`config.mk`:
```
export PLATFORM = sky130hd
export DESIGN_NAME = serial_frame_crc8_receiver_core
export DESIGN_NICKNAME = d
export VERILOG_FILES = /design/src/sfcrc8_pkg.sv /design/src/serial_frame_crc8_receiver_core.sv
export VERILOG_INCLUDE_DIRS = /design/src /design/src/src
export SDC_FILE = /design/constraint.sdc
export NUM_CORES = 1
export LEC_CHECK = 0
export ABC_CLOCK_PERIOD_IN_PS = 11100
export CAP_MARGIN = 20
export CELL_PAD_IN_SITES_DETAIL_PLACEMENT = 0
export CELL_PAD_IN_SITES_GLOBAL_PLACEMENT = 2
export CORE_ASPECT_RATIO = 0.9
export CORE_MARGIN = 2
export CORE_UTILIZATION = 45
export DETAILED_ROUTE_END_ITERATION = 12
export DONT_BUFFER_PORTS = 1
export PLACE_DENSITY = 0.81
export SYNTH_ARGS = -nofsm -noshare
export SYNTH_HDL_FRONTEND = slang
export SYNTH_SLANG_ARGS = --single-unit
```
`constraint.sdc`:
```
create_clock -name clk -period 11.1 [get_ports clk]
set_clock_uncertainty 0.1 [all_clocks]
set_input_delay 1.11 -clock clk [delete_from_list [all_inputs] [get_ports clk]]
set_output_delay 1.11 -clock clk [all_outputs]
set_load 0.005 [all_outputs]
```
`src/serial_frame_crc8_receiver_core_assert.svh`:
```
// Assertion macros for the serial frame receiver core.
`ifndef SERIAL_FRAME_CRC8_RECEIVER_CORE_ASSERT_SVH
`define SERIAL_FRAME_CRC8_RECEIVER_CORE_ASSERT_SVH

// Same-cycle implication, checked on clk outside reset.
`define SFC_ASSERT_NOW(label, ante, cons, msg) \
  label: assert property (@(posedge clk) disable iff (!rst_n) (ante) |-> (cons)) \
    else $error(msg);

// Next-cycle implication, checked on clk outside reset.
`define SFC_ASSERT_NEXT(label, ante, cons, msg) \
  label: assert property (@(posedge clk) disable iff (!rst_n) (ante) |=> (cons)) \
    else $error(msg);

`endif

```
`src/sfcrc8_pkg.sv`:
```
// Shared constants, codes and the CRC-8 byte update for the frame receiver.
`timescale 1ns / 1ps

package sfcrc8_pkg;

  localparam int CAPTURED_BYTES_DEF = 5;
  localparam int OUT_FIELDS         = 5;
  localparam int CFG_IDX_W          = 2;

  localparam logic [7:0] CRC_POLY = 8'h8C;
  localparam logic [7:0] BYTE_CR  = 8'h0D;
  localparam logic [7:0] BYTE_LF  = 8'h0A;

  localparam logic [CFG_IDX_W-1:0] REG_HEADER_FIRST  = 2'd0;
  localparam logic [CFG_IDX_W-1:0] REG_HEADER_SECOND = 2'd1;

  typedef logic [1:0] status_t;
  localparam status_t ST_OK  = 2'd0;
  localparam status_t ST_HDR = 2'd1;
  localparam status_t ST_CRC = 2'd2;

  typedef logic [2:0] phase_t;
  localparam phase_t PH_HDR1 = 3'd0;
  localparam phase_t PH_HDR2 = 3'd1;
  localparam phase_t PH_LEN  = 3'd2;
  localparam phase_t PH_DATA = 3'd3;
  localparam phase_t PH_CRC  = 3'd4;
  localparam phase_t PH_SKIP = 3'd5;

  // Reflected CRC-8, one byte in, LSB first.
  function automatic logic [7:0] crc8_feed(input logic [7:0] crc, input logic [7:0] b);
    logic [7:0] c;
    c = crc ^ b;
    for (int k = 0; k < 8; k++) begin
      c = c[0] ? ((c >> 1) ^ CRC_POLY) : (c >> 1);
    end
    return c;
  endfunction

endpackage

```
`src/serial_frame_crc8_receiver_core.sv`:
```
// Top level: length-prefixed serial frame parser with CRC-8 check.
`timescale 1ns / 1ps

// Takes one received byte per word and parses frames of two header bytes,
// a length byte, the payload and a reflected CRC-8 (poly 0x8C, init 0) over
// header, length and payload. Each frame gives one result word: a status
// (ok, header mismatch, CRC mismatch) and the first five payload bytes,
// zero where the frame was short or the status is not ok. A header mismatch
// is reported on the offending header byte. After every result, bytes are
// dropped until CR LF has been seen. Each byte is parsed in the cycle it
// is accepted and its result lands in the output register, so a byte can
// be taken every cycle while no result waits or the waiting one is taken
// in that cycle. The user must write header values through cfg_* only
// while the block is idle; the block itself does not enforce this.
module serial_frame_crc8_receiver_core #(
  parameter int CAPTURED_BYTES = sfcrc8_pkg::CAPTURED_BYTES_DEF
) (
  input  logic                             clk,
  input  logic                             rst_n,
  input  logic                             in_valid,
  output logic                             in_ready,
  input  logic [7:0]                       in_rx_byte,
  output logic                             out_valid,
  input  logic                             out_ready,
  output sfcrc8_pkg::status_t              out_frame_status,
  output logic [7:0]                       out_controller_state,
  output logic [7:0]                       out_object_state,
  output logic [7:0]                       out_color_one,
  output logic [7:0]                       out_color_two,
  output logic [7:0]                       out_color_three,
  input  logic                             cfg_we,
  input  logic [sfcrc8_pkg::CFG_IDX_W-1:0] cfg_index,
  input  logic [7:0]                       cfg_wdata
);
  import sfcrc8_pkg::*;

`include "serial_frame_crc8_receiver_core_assert.svh"

  localparam int IDX_W  = $clog2(CAPTURED_BYTES + 1);
  localparam int CAP_AW = (CAPTURED_BYTES > 1) ? $clog2(CAPTURED_BYTES) : 1;

  logic [7:0]       hdr1_r, hdr2_r;
  phase_t           phase_r, phase_nxt;
  logic [7:0]       rem_r, rem_nxt;
  logic [IDX_W-1:0] idx_r, idx_nxt;
  logic [7:0]       crc_r, crc_nxt;
  logic             last_cr_r, last_cr_nxt;
  logic [7:0]       cap_r [CAPTURED_BYTES];

  logic             acc;
  logic             emit;
  status_t          emit_status;
  logic [7:0]       crc_upd;
  logic [7:0]       pl [OUT_FIELDS];

  logic             out_valid_r;
  status_t          out_status_r;
  logic [7:0]       out_pl_r [OUT_FIELDS];

  assign in_ready = !out_valid_r || out_ready;
  assign acc      = in_valid && in_ready;
  assign crc_upd  = crc8_feed(crc_r, in_rx_byte);

  always_ff @(posedge clk) begin
    if (!rst_n) begin
      hdr1_r <= '0;
      hdr2_r <= '0;
    end else if (cfg_we) begin
      if (cfg_index == REG_HEADER_FIRST) begin
        hdr1_r <= cfg_wdata;
      end else if (cfg_index == REG_HEADER_SECOND) begin
        hdr2_r <= cfg_wdata;
      end
    end
  end

  always_comb begin
    phase_nxt   = phase_r;
    rem_nxt     = rem_r;
    idx_nxt     = idx_r;
    crc_nxt     = crc_r;
    last_cr_nxt = last_cr_r;
    emit        = 1'b0;
    emit_status = ST_OK;
    case (phase_r)
      PH_HDR1: begin
        if (in_rx_byte != hdr1_r) begin
          emit        = 1'b1;
          emit_status = ST_HDR;
        end else begin
          crc_nxt   = crc8_feed(8'h00, in_rx_byte);
          phase_nxt = PH_HDR2;
        end
      end
      PH_HDR2: begin
        if (in_rx_byte != hdr2_r) begin
          emit        = 1'b1;
          emit_status = ST_HDR;
        end else begin
          crc_nxt   = crc_upd;
          phase_nxt = PH_LEN;
        end
      end
      PH_LEN: begin
        crc_nxt   = crc_upd;
        rem_nxt   = in_rx_byte;
        idx_nxt   = '0;
        phase_nxt = (in_rx_byte == 8'h00) ? PH_CRC : PH_DATA;
      end
      PH_DATA: begin
        crc_nxt = crc_upd;
        // Saturate the index once the capture buffer is full.
        if (idx_r < IDX_W'(CAPTURED_BYTES)) begin
          idx_nxt = idx_r + 1'b1;
        end
        rem_nxt = rem_r - 8'd1;
        if (rem_nxt == 8'h00) begin
          phase_nxt = PH_CRC;
        end
      end
      PH_CRC: begin
        emit        = 1'b1;
        emit_status = (in_rx_byte != crc_r) ? ST_CRC : ST_OK;
      end
      default: begin
        if (last_cr_r && in_rx_byte == BYTE_LF) begin
          phase_nxt   = PH_HDR1;
          last_cr_nxt = 1'b0;
        end else begin
          phase_nxt   = PH_SKIP;
          last_cr_nxt = (in_rx_byte == BYTE_CR);
        end
      end
    endcase
    if (emit) begin
      phase_nxt   = PH_SKIP;
      last_cr_nxt = 1'b0;
    end
  end

  always_ff @(posedge clk) begin
    if (!rst_n) begin
      phase_r   <= PH_HDR1;
      rem_r     <= '0;
      idx_r     <= '0;
      crc_r     <= '0;
      last_cr_r <= 1'b0;
    end else if (acc) begin
      phase_r   <= phase_nxt;
      rem_r     <= rem_nxt;
      idx_r     <= idx_nxt;
      crc_r     <= crc_nxt;
      last_cr_r <= last_cr_nxt;
    end
  end

  // Capture buffer: cleared on the length byte, filled in payload order.
  always_ff @(posedge clk) begin
    if (acc && phase_r == PH_LEN) begin
      for (int i = 0; i < CAPTURED_BYTES; i++) begin
        cap_r[i] <= '0;
      end
    end else if (acc && phase_r == PH_DATA && idx_r < IDX_W'(CAPTURED_BYTES)) begin
      cap_r[idx_r[CAP_AW-1:0]] <= in_rx_byte;
    end
  end

  for (genvar g = 0; g < OUT_FIELDS; g++) begin : g_pl
    if (g < CAPTURED_BYTES) begin : g_cap
      assign pl[g] = cap_r[g];
    end else begin : g_zero
      assign pl[g] = '0;
    end
  end

  always_ff @(posedge clk) begin
    if (!rst_n) begin
      out_valid_r <= 1'b0;
    end else if (acc && emit) begin
      out_valid_r <= 1'b1;
    end else if (out_ready) begin
      out_valid_r <= 1'b0;
    end
  end

  always_ff @(posedge clk) begin
    if (acc && emit) begin
      out_status_r <= emit_status;
      for (int j = 0; j < OUT_FIELDS; j++) begin
        out_pl_r[j] <= (emit_status == ST_OK) ? pl[j] : 8'h00;
      end
    end
  end

  assign out_valid            = out_valid_r;
  assign out_frame_status     = out_status_r;
  assign out_controller_state = out_pl_r[0];
  assign out_object_state     = out_pl_r[1];
  assign out_color_one        = out_pl_r[2];
  assign out_color_two        = out_pl_r[3];
  assign out_color_three      = out_pl_r[4];

  `SFC_ASSERT_NOW(a_data_has_bytes, phase_r == PH_DATA, rem_r != 8'h00, "payload phase with zero count")
  `SFC_ASSERT_NEXT(a_crc_byte_emits, acc && phase_r == PH_CRC, out_valid_r && phase_r == PH_SKIP, "CRC byte gave no result")
  `SFC_ASSERT_NOW(a_bad_frame_zero, out_valid_r && out_status_r != ST_OK, out_controller_state == 8'h00 && out_color_three == 8'h00, "failed frame carries payload")
  `SFC_ASSERT_NEXT(a_skip_exit, acc && phase_r == PH_SKIP, phase_r == PH_SKIP || phase_r == PH_HDR1, "bad exit from skip phase")

endmodule

```
==> metrics.txt <==
Routed wire per std cell=17.9 µm; Post-CTS Repair Setup Buffers=0; Max stage delay on crit path=0.81 ns; Gates resized, CTS repair=0; non-filler cells, final=660; reg2reg start=phase_r[0]$_SDFFE_PN0P_; outcome=completed; grt ovf=0; first-pass GRT wire length=18,900 µm; routability cong.=0.790; Syn Area/Cell=11.6 µm²; drt total wl=11,800 µm; Worst Hold Depth=2; total track usage=18.6%; Worst path slowest cell=o21ai_1; Clock Sinks=122; Synth Instances=491; share of post-route cells with drive strength above 1=9.68%; internal reg-to-reg setup slack=8.16 ns; remaining antenna violation count=0; switching power=273 µW; busiest layer in global routing=met2; Hold-fix buffers, CTS=0; Critical Path RT=11.28 ns; largest net degree at the start of global routing=44; layout overhead on the synthesized area=12.0%; # rows=39; Worst Min Path Start=rem_r[1]$_SDFFE_PN0P_; maxcap violations=0; # diodes=0; root buffer selected by CTS=clkbuf_16; Netlist Area Pre-Place=5710 µm²; yosys warns=0; Crit Path Max Fanout=33; worst-margin pin slew=1.00 ns; Skew-Pair Late Insertion Delay=0.41 ns; Net Count, Synth=517; Nets=509; area occupied by multi-input gates=2310 µm²; Yosys cell types=55; core region area=12,500 µm²; first drt pass iteration count=4; register area=3260 µm²; fin crit period=2.99 ns; Cell Chain, Critical Path=xnor2_1, nand4_1, o21ai_1, and3_1, buf_8, and2_1; CTS tree=yes; Hold WS=0.374 ns; GR Util met1=25.1%; critical path startpoint category=input port; ys async rst share=0%; crit end category=flop; vias in the first global route=3,457; flops & latches, synth=122; IO Pins=67; Top FF cell, synth=edfxtp_1; GR Layer Usage met2=28.5%; cell internal pwr=897 µW; placed cell count=627; leakage=0.00225 µW; Clock H-tree levels=4; Final setup viols=0; DRC=0; top achievable clock speed=335 MHz; switch share=23.4%; met3 Use GR=6.12%; post-synthesis sequential area ratio=57.2%; clock network power share=44.0%; worst min path class=flop to flop; antenna violations before repair=0; initial drt markers=225; fill cell count=1,052; Max Buffers Root-to-Sink=2; combinational power share=9.7%; total power=1170 µW; total CTS buffers=17; Max rail drop VDD=0.0000954 V; fin. max-slew vios=0; Via density=5.30; via count=3,501; Critical R2R Capture=cap_r[1][4]$_SDFFCE_PN0P_; Setup TNS=0 ns; Die Wd=123 µm; fin crit share=26.9%; Post-synth EDFFs=82; Seq pwr share=46.2%; Vert. Die Dim=111 µm; slew margin rel.=32.7%; RSZ-0062 raised after global routing=false; count of buffers from port buffering=0; Clk pin slew, worst setup/hold paths=0.05 ns; Power Dens Cells=183 nW/µm²; Hold Path Sink=rem_r[1]$_SDFFE_PN0P_; R2R cell count=4; final hold violations=0; HPWL Detailed=7630 µm; Crit Path Class=input port to flop; Total Die Area=13,600 µm²; Initial Util=45.5%; CP arrival=3.17 ns
-- synthesized netlist by cell type, types with 4 or more instances --
cell type  count  share of area [%]
a211oi_1       5               0.66
a21oi_1       12                1.1
a31oi_1       11                1.2
and2_1        84                9.2
buf_2          8               0.70
clkbuf_1      19                1.2
dfxtp_1       40                 14
edfxtp_1      82                 43
inv_1          4               0.26
inv_2          5               0.33
mux2i_1       16                2.8
nand2_1       21                1.4
nand3_1        5               0.44
nand3b_1       5               0.66
nand4_1        6               0.66
nor2_1        31                2.0
nor3_1         7               0.61
nor4_1         4               0.44
o21ai_1        7               0.61
o21bai_1       5               0.66
o22ai_1        4               0.44
xnor2_1       42                6.4
xor2_1        16                2.5
-- worst max-delay path by stage --
stage / start / to / cells past startpoint
floorplan: in_rx_byte[1] / out_frame_status[0]$_DFFE_PP_ / 5
global placement: in_rx_byte[2] / out_pl_r[0][18]$_SDFFCE_PP0P_ / 5
detailed placement: in_rx_byte[2] / out_pl_r[0][9]$_SDFFCE_PP0P_ / 5
CTS: in_rx_byte[2] / out_pl_r[0][9]$_SDFFCE_PP0P_ / 5
global route: in_rx_byte[2] / out_pl_r[0][25]$_SDFFCE_PP0P_ / 6
finish: in_rx_byte[2] / out_pl_r[0][9]$_SDFFCE_PP0P_ / 6
-- state kept, by name, indices dropped and copies added, names as in the netlist, 3 cells and up --
register  count
idx_r         3
hdr1_r        8
out_pl_r     40
cap_r        40
phase_r       3
crc_r         8
rem_r         8
hdr2_r        8
-- metal layers --
metal / wire length, µm / vias to the layer above
met5: 0 / -
met1: 5430 / 1689
met3: 739 / 12
met4: 133 / 0
met2: 5500 / 82
li1: - / 1718
-- stage by stage --
stage                     utilization [%]  setup slack, ns  instance area (µm²)
after detailed placement             46.4             7.19                 5820
after floorplan                         -             5.23                 5710
after global placement               46.4             7.33                 5820
final                                51.0             8.11                 6390
after CTS                            50.9             7.62                 6380
after global routing                 51.0             7.94                 6390
-- worst max-delay path: cells and delay by family --
family	cells	cell delay, ns
AOI/OAI and AO/OA	1	0.81
and+or+nand+nor	3	0.80
buffers and inverters	1	0.22
xor gates and xnor gates	1	0.20
-- cell families (layout without fill, tap and decap cells) --
family	Yosys count	after routing	synth area share (%)
buffers and inverters	39	44	2.74
multiplexers	16	16	2.81
flip-flops	122	122	57.2
AND/OR/NAND/NOR	188	188	19.3
XOR/XNOR	62	62	10.4
adder cells (fa/ha/maj)	3	3	0.658
AO/OA/AOI/OAI	61	61	6.99
-- power by group through the flow --
stage	Sequential [µW]	Combinational (µW)	Clock, µW
after global placement	550	111	0
after global routing	545	129	542
final	541	114	515
after floorplan	543	102	0
after CTS	541	114	524
after detailed placement	551	113	0
-- layout by cell type (no fill, tap or decap), types with 4 or more instances in the layout --
| cell type | count |
|---|---|
| a211oi_1 | 5 |
| a21oi_1 | 12 |
| a31oi_1 | 11 |
| and2_1 | 84 |
| clkbuf_1 | 5 |
| clkbuf_16 | 17 |
| clkinvlp_4 | 4 |
| dfxtp_1 | 40 |
| edfxtp_1 | 82 |
| inv_1 | 4 |
| inv_2 | 5 |
| mux2i_1 | 16 |
| nand2_1 | 21 |
| nand3_1 | 5 |
| nand3b_1 | 5 |
| nand4_1 | 6 |
| nor2_1 | 31 |
| nor3_1 | 7 |
| nor4_1 | 4 |
| o21ai_1 | 7 |
| o21bai_1 | 5 |
| o22ai_1 | 4 |
| xnor2_1 | 42 |
| xor2_1 | 16 |
-- final cells by class --
cell class	count	area share [%]
flip-flops and latches	122	51.0
multi-input cells	330	36.1
clock buffers	25	7.59
well taps	164	3.21
clock inverters	7	1.10
inverters	9	0.528
repair buffers	3	0.470
No activity file was read; power rests on OpenSTA's default activity.
